`src/sv/two_channel_window_mean_defines.svh`:
```
// assertion macros for the two-channel window mean block
// expects clk and rst_n in the scope of the module that includes it
`ifndef TWO_CHANNEL_WINDOW_MEAN_DEFINES_SVH
`define TWO_CHANNEL_WINDOW_MEAN_DEFINES_SVH

// same-cycle implication, quiet while in reset
`define TCWM_ASSERT_NOW(lbl, ante, cons) \
  lbl: assert property (@(posedge clk) disable iff (!rst_n) (ante) |-> (cons)) \
    else $error("tcwm check failed");

// next-cycle implication, quiet while in reset
`define TCWM_ASSERT_NEXT(lbl, ante, cons) \
  lbl: assert property (@(posedge clk) disable iff (!rst_n) (ante) |=> (cons)) \
    else $error("tcwm check failed");

`endif

```
`src/sv/tcwm_pkg.sv`:
```
// shared types and constants for the two-channel window mean block
// no dependencies
`timescale 1ns / 1ps

package tcwm_pkg;

  localparam int RING_DEPTH  = 16;
  localparam int SAMPLE_W    = 16;
  localparam int FILL_W      = 5;
  localparam int IDX_W       = (RING_DEPTH > 1) ? $clog2(RING_DEPTH) : 1;
  localparam int SLOT_W      = IDX_W + 1;
  localparam int CNT_W       = $clog2(RING_DEPTH + 1);
  localparam int SUM_W       = SAMPLE_W + $clog2(RING_DEPTH);
  localparam int QUEUE_DEPTH = 2;
  localparam int QPTR_W      = $clog2(QUEUE_DEPTH);
  localparam int QCNT_W      = $clog2(QUEUE_DEPTH + 1);

  localparam logic ACT_PUSH = 1'b0;
  localparam logic ACT_DROP = 1'b1;

  localparam logic ST_OK         = 1'b0;
  localparam logic ST_DROP_EMPTY = 1'b1;

  typedef struct packed {
    logic                action;
    logic [SAMPLE_W-1:0] sample_gas;
    logic [SAMPLE_W-1:0] sample_voc;
  } in_item_t;

  typedef struct packed {
    logic                status;
    logic [SAMPLE_W-1:0] mean_gas;
    logic [SAMPLE_W-1:0] mean_voc;
    logic [FILL_W-1:0]   fill_count;
    logic                mean_valid;
  } out_item_t;

  // one job handed from the ring front end to the divider
  typedef struct packed {
    logic             status;
    logic [CNT_W-1:0] count;
    logic [SUM_W-1:0] gas_sum;
    logic [SUM_W-1:0] voc_sum;
  } job_t;

  typedef struct packed {
    logic full;
    logic empty;
  } q_status_t;

endpackage

```
`src/sv/two_channel_window_mean.sv`:
```
// top level of the two-channel window mean block
// depends on tcwm_pkg, tcwm_front, tcwm_queue, tcwm_back and the defines header
`timescale 1ns / 1ps
`include "two_channel_window_mean_defines.svh"

// Moving average over the last RING_DEPTH (16) two-channel samples. Each input
// word either pushes a gas/voc sample (a push into a full ring replaces the
// oldest one) or drops the oldest sample, and gives exactly one result word:
// truncated means of both channels, the fill count, mean_valid, and status 1
// when a drop finds the ring empty (means 0 then). The front end takes a new word
// only once the last one's job is pushed and while the two-entry job queue has
// room; the back end divides both running sums by the fill count one quotient
// bit per cycle, holding the final bit while the output register is full. The
// output register lets the next word divide while a result waits.
module two_channel_window_mean (
  input  logic                clk,
  input  logic                rst_n,
  input  logic                in_valid,
  output logic                in_ready,
  input  tcwm_pkg::in_item_t  in_data,
  output logic                out_valid,
  input  logic                out_ready,
  output tcwm_pkg::out_item_t out_data
);
  import tcwm_pkg::*;

  logic      job_push;
  job_t      job_data;
  logic      q_pop;
  job_t      q_data;
  q_status_t q_status;

  tcwm_front u_front (
    .clk      (clk),
    .rst_n    (rst_n),
    .in_valid (in_valid),
    .in_ready (in_ready),
    .in_data  (in_data),
    .q_status (q_status),
    .job_push (job_push),
    .job_data (job_data)
  );

  tcwm_queue u_queue (
    .clk       (clk),
    .rst_n     (rst_n),
    .push      (job_push),
    .push_data (job_data),
    .pop       (q_pop),
    .pop_data  (q_data),
    .status    (q_status)
  );

  tcwm_back u_back (
    .clk       (clk),
    .rst_n     (rst_n),
    .q_status  (q_status),
    .q_data    (q_data),
    .q_pop     (q_pop),
    .out_valid (out_valid),
    .out_ready (out_ready),
    .out_data  (out_data)
  );

  `TCWM_ASSERT_NOW(a_push_room, job_push, !q_status.full)
  `TCWM_ASSERT_NEXT(a_accept_busy, in_valid && in_ready, !in_ready)
  `TCWM_ASSERT_NOW(a_empty_means, out_valid && !out_data.mean_valid, out_data.mean_gas == '0 && out_data.mean_voc == '0)
  `TCWM_ASSERT_NOW(a_drop_err, out_valid && out_data.status == ST_DROP_EMPTY, !out_data.mean_valid && out_data.fill_count == '0)

endmodule

```
`src/sv/tcwm_front.sv`:
```
// ring front end: takes words, keeps the sample ring and the running sums
// depends on tcwm_pkg
`timescale 1ns / 1ps

module tcwm_front (
  input  logic                clk,
  input  logic                rst_n,
  input  logic                in_valid,
  output logic                in_ready,
  input  tcwm_pkg::in_item_t  in_data,
  input  tcwm_pkg::q_status_t q_status,
  output logic                job_push,
  output tcwm_pkg::job_t      job_data
);
  import tcwm_pkg::*;

  typedef enum logic [1:0] {
    F_IDLE = 2'b01,
    F_UPD  = 2'b10
  } front_state_t;

  typedef struct packed {
    logic [SAMPLE_W-1:0] gas;
    logic [SAMPLE_W-1:0] voc;
  } pair_t;

  front_state_t     state_r, state_nxt;
  in_item_t         item_r;
  logic [IDX_W-1:0] oldest_r, oldest_nxt;
  logic [CNT_W-1:0] count_r, count_nxt;
  logic [SUM_W-1:0] gas_sum_r, gas_sum_nxt;
  logic [SUM_W-1:0] voc_sum_r, voc_sum_nxt;
  pair_t            ring_mem [RING_DEPTH];
  pair_t            rd_r;

  logic             accept;
  logic             wr_en;
  logic [IDX_W-1:0] wr_slot;
  logic [SLOT_W-1:0] slot_sum;
  logic [IDX_W-1:0] tail_slot;
  logic [IDX_W-1:0] oldest_inc;
  logic             is_full;
  logic             is_empty;
  logic             status;

  assign in_ready = (state_r == F_IDLE) && !q_status.full;
  assign accept   = in_valid && in_ready;

  assign is_full  = (count_r == CNT_W'(RING_DEPTH));
  assign is_empty = (count_r == '0);

  // first free slot, oldest plus count with wrap
  assign slot_sum  = SLOT_W'(oldest_r) + SLOT_W'(count_r);
  assign tail_slot = (slot_sum >= SLOT_W'(RING_DEPTH)) ?
                     IDX_W'(slot_sum - SLOT_W'(RING_DEPTH)) : IDX_W'(slot_sum);
  assign oldest_inc = (oldest_r == IDX_W'(RING_DEPTH - 1)) ? '0 : oldest_r + 1'b1;

  always_comb begin
    state_nxt   = state_r;
    oldest_nxt  = oldest_r;
    count_nxt   = count_r;
    gas_sum_nxt = gas_sum_r;
    voc_sum_nxt = voc_sum_r;
    wr_en       = 1'b0;
    wr_slot     = oldest_r;
    status      = ST_OK;
    job_push    = 1'b0;
    case (state_r)
      F_IDLE: begin
        if (accept) begin
          state_nxt = F_UPD;
        end
      end
      F_UPD: begin
        job_push  = 1'b1;
        state_nxt = F_IDLE;
        if (item_r.action == ACT_PUSH) begin
          wr_en = 1'b1;
          if (is_full) begin
            // overwrite the oldest sample
            wr_slot     = oldest_r;
            gas_sum_nxt = gas_sum_r - SUM_W'(rd_r.gas) + SUM_W'(item_r.sample_gas);
            voc_sum_nxt = voc_sum_r - SUM_W'(rd_r.voc) + SUM_W'(item_r.sample_voc);
            oldest_nxt  = oldest_inc;
          end else begin
            wr_slot     = tail_slot;
            count_nxt   = count_r + 1'b1;
            gas_sum_nxt = gas_sum_r + SUM_W'(item_r.sample_gas);
            voc_sum_nxt = voc_sum_r + SUM_W'(item_r.sample_voc);
          end
        end else if (is_empty) begin
          status = ST_DROP_EMPTY;
        end else begin
          gas_sum_nxt = gas_sum_r - SUM_W'(rd_r.gas);
          voc_sum_nxt = voc_sum_r - SUM_W'(rd_r.voc);
          oldest_nxt  = oldest_inc;
          count_nxt   = count_r - 1'b1;
        end
      end
      default: begin
        state_nxt = F_IDLE;
      end
    endcase
    job_data.status  = status;
    job_data.count   = count_nxt;
    job_data.gas_sum = gas_sum_nxt;
    job_data.voc_sum = voc_sum_nxt;
  end

  always_ff @(posedge clk) begin
    if (!rst_n) begin
      state_r   <= F_IDLE;
      oldest_r  <= '0;
      count_r   <= '0;
      gas_sum_r <= '0;
      voc_sum_r <= '0;
    end else begin
      state_r   <= state_nxt;
      oldest_r  <= oldest_nxt;
      count_r   <= count_nxt;
      gas_sum_r <= gas_sum_nxt;
      voc_sum_r <= voc_sum_nxt;
    end
  end

  always_ff @(posedge clk) begin
    if (accept) begin
      item_r <= in_data;
    end
  end

  // sample ring, read of the oldest slot lands in time for the update cycle
  always_ff @(posedge clk) begin
    if (accept) begin
      rd_r <= ring_mem[oldest_r];
    end
    if (wr_en) begin
      ring_mem[wr_slot] <= '{gas: item_r.sample_gas, voc: item_r.sample_voc};
    end
  end

endmodule

```
`src/sv/tcwm_queue.sv`:
```
// short job queue between the ring front end and the divider
// depends on tcwm_pkg
`timescale 1ns / 1ps

module tcwm_queue (
  input  logic                clk,
  input  logic                rst_n,
  input  logic                push,
  input  tcwm_pkg::job_t      push_data,
  input  logic                pop,
  output tcwm_pkg::job_t      pop_data,
  output tcwm_pkg::q_status_t status
);
  import tcwm_pkg::*;

  job_t              slots_r [QUEUE_DEPTH];
  logic [QPTR_W-1:0] wr_ptr_r, rd_ptr_r;
  logic [QCNT_W-1:0] fill_r;

  function automatic logic [QPTR_W-1:0] ptr_inc(logic [QPTR_W-1:0] p);
    return (p == QPTR_W'(QUEUE_DEPTH - 1)) ? '0 : p + 1'b1;
  endfunction

  assign status.full  = (fill_r == QCNT_W'(QUEUE_DEPTH));
  assign status.empty = (fill_r == '0);
  assign pop_data     = slots_r[rd_ptr_r];

  always_ff @(posedge clk) begin
    if (!rst_n) begin
      wr_ptr_r <= '0;
      rd_ptr_r <= '0;
      fill_r   <= '0;
    end else begin
      if (push) begin
        wr_ptr_r <= ptr_inc(wr_ptr_r);
      end
      if (pop) begin
        rd_ptr_r <= ptr_inc(rd_ptr_r);
      end
      if (push && !pop) begin
        fill_r <= fill_r + 1'b1;
      end else if (pop && !push) begin
        fill_r <= fill_r - 1'b1;
      end
    end
  end

  always_ff @(posedge clk) begin
    if (push) begin
      slots_r[wr_ptr_r] <= push_data;
    end
  end

endmodule

```
`src/sv/tcwm_back.sv`:
```
// divider back end: one quotient bit per cycle for both channels (the last waits for a free output), output register
// depends on tcwm_pkg
`timescale 1ns / 1ps

module tcwm_back (
  input  logic                clk,
  input  logic                rst_n,
  input  tcwm_pkg::q_status_t q_status,
  input  tcwm_pkg::job_t      q_data,
  output logic                q_pop,
  output logic                out_valid,
  input  logic                out_ready,
  output tcwm_pkg::out_item_t out_data
);
  import tcwm_pkg::*;

  localparam int STEP_W = $clog2(SUM_W);

  typedef enum logic [1:0] {
    B_IDLE = 2'b01,
    B_DIV  = 2'b10
  } back_state_t;

  typedef struct packed {
    logic [CNT_W-1:0] rem;
    logic [SUM_W-1:0] dvd;
  } div_st_t;

  back_state_t       state_r, state_nxt;
  logic              status_r, status_nxt;
  logic [CNT_W-1:0]  cnt_r, cnt_nxt;
  div_st_t           gas_r, gas_nxt;
  div_st_t           voc_r, voc_nxt;
  logic [STEP_W-1:0] step_r, step_nxt;
  logic              out_valid_r, out_valid_nxt;
  out_item_t         out_data_r, out_data_nxt;

  div_st_t           gas_step;
  div_st_t           voc_step;
  logic              last_step;
  logic              out_free;

  // restoring step: shift in the next dividend bit, the quotient bit replaces it
  function automatic div_st_t div_step(div_st_t cur, logic [CNT_W-1:0] dsr);
    logic [CNT_W:0] trial;
    div_st_t        res;
    trial   = {cur.rem, cur.dvd[SUM_W-1]};
    res.dvd = {cur.dvd[SUM_W-2:0], 1'b0};
    res.rem = trial[CNT_W-1:0];
    if (trial >= {1'b0, dsr}) begin
      res.rem    = CNT_W'(trial - {1'b0, dsr});
      res.dvd[0] = 1'b1;
    end
    return res;
  endfunction

  assign gas_step  = div_step(gas_r, cnt_r);
  assign voc_step  = div_step(voc_r, cnt_r);
  assign last_step = (step_r == STEP_W'(SUM_W - 1));
  assign out_free  = !out_valid_r || out_ready;

  always_comb begin
    state_nxt     = state_r;
    status_nxt    = status_r;
    cnt_nxt       = cnt_r;
    gas_nxt       = gas_r;
    voc_nxt       = voc_r;
    step_nxt      = step_r;
    out_valid_nxt = out_valid_r && !out_ready;
    out_data_nxt  = out_data_r;
    q_pop         = 1'b0;
    case (state_r)
      B_IDLE: begin
        if (!q_status.empty) begin
          q_pop      = 1'b1;
          status_nxt = q_data.status;
          cnt_nxt    = q_data.count;
          gas_nxt    = '{rem: '0, dvd: q_data.gas_sum};
          voc_nxt    = '{rem: '0, dvd: q_data.voc_sum};
          step_nxt   = '0;
          state_nxt  = B_DIV;
        end
      end
      B_DIV: begin
        if (!last_step) begin
          gas_nxt  = gas_step;
          voc_nxt  = voc_step;
          step_nxt = step_r + 1'b1;
        end else if (out_free) begin
          out_valid_nxt           = 1'b1;
          out_data_nxt.status     = status_r;
          out_data_nxt.fill_count = FILL_W'(cnt_r);
          out_data_nxt.mean_valid = (cnt_r != '0);
          // empty ring reports zero means
          out_data_nxt.mean_gas   = (cnt_r != '0) ? gas_step.dvd[SAMPLE_W-1:0] : '0;
          out_data_nxt.mean_voc   = (cnt_r != '0) ? voc_step.dvd[SAMPLE_W-1:0] : '0;
          state_nxt               = B_IDLE;
        end
      end
      default: begin
        state_nxt = B_IDLE;
      end
    endcase
  end

  always_ff @(posedge clk) begin
    if (!rst_n) begin
      state_r     <= B_IDLE;
      out_valid_r <= 1'b0;
    end else begin
      state_r     <= state_nxt;
      out_valid_r <= out_valid_nxt;
    end
  end

  always_ff @(posedge clk) begin
    status_r   <= status_nxt;
    cnt_r      <= cnt_nxt;
    gas_r      <= gas_nxt;
    voc_r      <= voc_nxt;
    step_r     <= step_nxt;
    out_data_r <= out_data_nxt;
  end

  assign out_valid = out_valid_r;
  assign out_data  = out_data_r;

endmodule

```
`config.mk`:
```
export PLATFORM = sky130hd
export DESIGN_NAME = two_channel_window_mean
export DESIGN_NICKNAME = d
export VERILOG_FILES = /design/src/sv/tcwm_pkg.sv /design/src/sv/two_channel_window_mean.sv /design/src/sv/tcwm_front.sv /design/src/sv/tcwm_queue.sv /design/src/sv/tcwm_back.sv
export VERILOG_INCLUDE_DIRS = /design/src /design/src/sv
export SDC_FILE = /design/constraint.sdc
export NUM_CORES = 1
export LEC_CHECK = 0
export BUFFER_PORTS_ARGS = -buffer_cell sky130_fd_sc_hd__buf_2
export CORE_MARGIN = 5
export CORE_UTILIZATION = 52
export CTS_BUF_LIST = sky130_fd_sc_hd__clkbuf_8
export DETAILED_ROUTE_END_ITERATION = 8
export PLACE_DENSITY = 0.71
export SLEW_MARGIN = 20
export SYNTH_ARGS = -nofsm -noshare
export SYNTH_HDL_FRONTEND = slang
export SYNTH_SLANG_ARGS = --single-unit
```
`constraint.sdc`:
```
create_clock -name clk -period 5.5 [get_ports clk]
set_clock_uncertainty 0.2 [all_clocks]
set_input_delay 0.55 -clock clk [delete_from_list [all_inputs] [get_ports clk]]
set_output_delay 0.55 -clock clk [all_outputs]
set_load 0.02 [all_outputs]
```
Word-level counts from Yosys, hierarchy flattened. Memory sizes are Yosys's and may differ from the RTL's. A register that Yosys moved wholly into a read port is not among the register bits. Cells that the tools add are included.

$lt $le $gt $ge: 3. Reduce and logical (&&, ||, !) cells: 23. Mux-type cells: 58. Equality and inequality tests: 13. Add/sub/neg operators: 18. Bitwise gates (word level): 1.

Operator list (count): $mux W20 (8); $mux W25 (4); $pmux W25 S2 (2); $add A20 B16 Y20 (4); $mux W5 (8); $sub A20 B16 Y20 (2); $mux W4 (8); $mux W1 (21); $ge A6 B5 Y1 (2); $reduce_and A3 Y1 (4); $add A5 B1 Y5 const B (2); $eq A5 B5 Y1 const B (2); $mux W2 (5); $pmux W5 S2 (1); $sub A5 B5 Y5 (2); $eq A2 B2 Y1 const B (3); $ne A2 B2 Y1 const B (3); $reduce_bool A2 Y1 (3); $add A4 B5 Y5 (1); $ge A5 B5 Y1 const B (1); $logic_and A1 B1 Y1 (5); $logic_not A1 Y1 (5); $logic_not A5 Y1 (1); $reduce_bool A5 Y1 (1); other kinds (14) (18).

Logic and storage cells: 143. Memories kept: 2. Flip-flop bits (word level): 191. Bits in writable memories: 604.

Memories: u_front.ring_mem (words 16, bits a word 32, rd ports 1, clocked after Yosys merged registers in 1, write ports 1, line tcwm_front.sv:33) `pair_t ring_mem [RING_DEPTH];`; u_queue.slots_r (words 2, bits a word 46, rd ports 1, clocked after Yosys merged registers in 1, write ports 1, line tcwm_queue.sv:16) `job_t slots_r [QUEUE_DEPTH];`.

Longest topological paths before layout.
Word-level depth: 6. Depth in mapped cells: 19. Gate-level depth less buffers: 19.

By module. From an unflattened synthesis, not the netlist that was laid out.

Cell total of the unflattened synthesis: 2268. Area total of the unflattened synthesis: 35824.4 µm².

By module, submodules not included: tcwm_front (seq. area each 18347.6 µm², cells each 1726, area each 27779.1 µm², instances 1); tcwm_back (seq. area each 3062.9 µm², cells each 377, area each 4495.6 µm², instances 1); tcwm_queue (seq. area each 2862.7 µm², cells each 165, area each 3549.7 µm², instances 1).

Least setup slack after synthesis. Ideal clock, no wire load.

Path type: reg-to-reg. From: reg u_back.state_r[0]. To: reg u_back.gas_r[0] (netlist name) (enable). Setup slack: -0.314 ns. Stages on the path, launching flop included: 6. Arrival: 5.057 ns. Path through: dfxtp_1 > inv_1 > ha_1 > clkbuf_1 > clkbuf_1 > a221oi_1.

Longest elaborated chain between the ends: 3.

RTL lines: from (decl) (line tcwm_back.sv:29) `back_state_t state_r, state_nxt;`; from (signal assigned) (line tcwm_back.sv:111) `state_r <= state_nxt;`; $eq A2 B2 Y1 or $eq A2 B1 Y1 (tied branches) (line tcwm_back.sv:72) `case (state_r)`; $ne A2 B2 Y1 (no line) or $reduce_bool A2 Y1 (tied branches); $reduce_and A3 Y1 (no line) (*); to (signal assigned) (line tcwm_back.sv:119) `gas_r <= gas_nxt;`; to (decl) (line tcwm_back.sv:32) `div_st_t gas_r, gas_nxt;`.

Mark *: on every way between the ends. The rest lies on a longest branch, timed or not. A chain may end at the register's enable or synchronous reset.

==> results.cfg <==
[sta]
rsz0062_at_grt = false
slew_viol_final = 0
timing.final.ws_setup_ns = 0.738
final.setup.tns_ns = 0
fmax_mhz = 210
fin_crit_sh_pct = 86.6
period_needed_ns = 4.76
hold_violations = 0
setup_viol = 0
worstMarginPinSlew_ns = 1.11
relSlewSlack_pct = 25.9

[clock_tree]
cts-root-buf = clkbuf_8
insertion_delay_ns = 0.79
cts_resized = 0
h-tree-depth = 4
cts_hold_buffers = 35
clock_sinks = 828
cts_buffer_depth = 3
cts_tree = done
clk_pin_slew_ns = 0.06
cts_setup_buffers = 0
cts_buffers = 133

[route]
wl_mm = 78.0
drt_iter0_markers = 1859
wl_per_cell_um = 22.9
vias = 20100
drtPass1Iterations = 6
vias_per_cell = 5.91
drc = 0
ant_nets = 0

[yosys]
synth_seq_cells = 828
synth_fp_nets = 2355
async_flop_share_pct = 0
ys.flop_type = edfxtp_1
yosys-top-cells-area = edfxtp_1, mux4_2, dfxtp_1, ha_1, o21ai_0
ys_types = 82
ys_warn_count = 0
avgSynthCellArea_um2 = 16.1
synth_top_area_share_pct = 64.6
synthCells = 2223
seq_area_frac_synth_pct = 68.0
synth_top_area_cell = edfxtp_1
synth-edff-count = 769
synthesis.area_mm2 = 0.0357

[global_routing]
grt_pass1_vias = 20300
grtUsageMet3_pct = 4.31
grt.busiest_layer = met2
grt_antenna_before_repair = 1
grt_pass1_wl_mm = 120
use_met2_pct = 33.8
grt_usage_pct = 21.2
globalRouteOverflowTotal = 0
grt_max_degree = 100
gr-usage-met1_pct = 29.6

[floorplanning]
core.rowCount = 96
boundaryPins = 78
design.die.area_mm2 = 0.0740
core-area_mm2 = 0.0683
die_h_um = 272
die-width_um = 272
initial_utilization_pct = 52.3

[critical_path]
r2r_start = u_front.voc_sum_r[0]
startpoint_type = register
worstSetupPathType = reg2reg
critPathCaptureType = register
critPathMaxFanout = 5
critical_path.startpoint = u_front.voc_sum_r[0]
worstPathArrival_ns = 5.19
required_ns = 5.92

[status]
status = completed

[power_and_ir_drop]
p_per_area_mw_per_mm2 = 359
leakage_nw = 13.6
peakVddDrop_v = 0.000417

[min_path]
hold_path_startpoint = u_back.status_r
hold_path_class = reg2reg

[place]
place_hpwl_mm = 47.6
port_buffers = 77
gp_congestion = 0.855
pre_cts_slack_ns = 0.830

[cells_and_area]
final_common_cell = edfxtp_1
most-common-layout-cells = edfxtp_1, mux4_2, nand2_1
area_delta_synth_final_pct = 12.6
final_util_pct = 58.8
drive_gt1_share_pct = 20.5
final_nets = 2549

[job]
max-cap-violations = 0
-- critical path, cell delays in order (launching register included) --
cell and delay, ns:
dfxtp_1 0.33, inv_1 0.06, ha_1 0.15, inv_1 0.05, fa_1 0.42, a211oi_1 0.36
o21ai_0 0.19, xnor2_1 0.21, o21ai_0 0.11, ha_1 0.25, nor3_1 0.26, nor2_1 0.10
a2111oi_0 0.63, o21ai_0 0.25, a41oi_1 0.43, nor3_1 0.13, or3_1 0.38, nand3_1 0.10
-- cell usage after synthesis (10+ instances only) --
cell,instances
dfxtp_1,59
xor2_1,34
buf_2,11
inv_1,67
a21oi_1,83
xnor2_1,42
ha_1,88
and2_1,42
a21o_1,30
a31oi_1,16
nor3_1,23
clkbuf_1,66
o22ai_1,18
o21ai_1,10
edfxtp_1,769
nand2_1,143
o21ai_0,121
nor2_1,100
buf_1,23
nand3_1,27
mux4_2,160
mux2i_1,44
nand2b_1,20
nor2b_1,48
o21a_1,11
-- path summary, 6_finish.rpt --
| kind | endpoint | slack [ns] | cells past startpoint |
|---|---|---|---|
| max | u_queue.slots_r[1][18] | 0.74 | 17 |
| min | u_back.out_data[38] | 0.25 | 0 |
| max reg2reg | u_queue.slots_r[1][18] | 0.74 | 17 |
| min reg2reg | u_back.out_data[38] | 0.25 | 0 |
-- state kept, by name (all words and copies together) (netlist names), 20 cells and up, named ones only --
name,cells
u_front.item_r,33
u_front.voc_sum_r,20
u_front.gas_sum_r,20
u_front.rd_r,32
u_back.out_data,39
u_back.gas_r,25
u_front.ring_mem,512
u_queue.slots_r,92
u_back.voc_r,25
-- power breakdown --
part	internal (mW)	total, mW	switching (mW)
sequential	7.56	7.88	0.324
combinational	0.584	1.60	1.01
clock	2.55	4.98	2.43
total	10.7	14.5	3.76
-- area by class of cell --
class                           count  area (µm²)
Fill cell                        5095       28100
Timing Repair Buffer              159        1090
Multi-Input combinational cell   1228       11000
Inverter                           67         251
Tap cell                          882        1100
Antenna cell                        1        2.50
Clock inverter                     95         577
Sequential cell                   828       24300
Clock buffer                      141        1940
-- cell families (layout without fill, tap and decap cells) --
| family | after synthesis | count (layout) | synth area share, % |
|---|---|---|---|
| other | 0 | 1 | 0 |
| DFF | 828 | 828 | 68.0 |
| and+or+nand+nor | 457 | 457 | 6.32 |
| AOI/OAI and AO/OA | 387 | 387 | 6.98 |
| adders and majority gates | 95 | 95 | 3.47 |
| xor gates and xnor gates | 76 | 76 | 1.86 |
| buffers and inverters | 167 | 462 | 1.79 |
| muxes | 213 | 213 | 11.6 |
-- metal layers --
| layer | up-vias | part of all wire (%) |
|---|---|---|
| met1 | 10000 | 43 |
| li1 | 9105 | - |
| met3 | 151 | 6.9 |
| met4 | 0 | 2.6 |
| met5 | - | 0 |
| met2 | 802 | 48 |
-- through the flow --
| step | total power, mW | hold slack [ns] | cells | cell area, µm² |
|---|---|---|---|---|
| after floorplan | 9.07 | 0.200 | 2223 | 35700 |
| final | 14.5 | 0.248 | 3401 | 40200 |
| after global placement | 9.51 | 0.222 | 3129 | 37300 |
| after global routing | 15.1 | 0.219 | 3401 | 40200 |
| after CTS | 14.6 | 0.193 | 3400 | 40200 |
| after detailed placement | 9.59 | 0.235 | 3129 | 37300 |
Power figures use the tool's default switching activity.
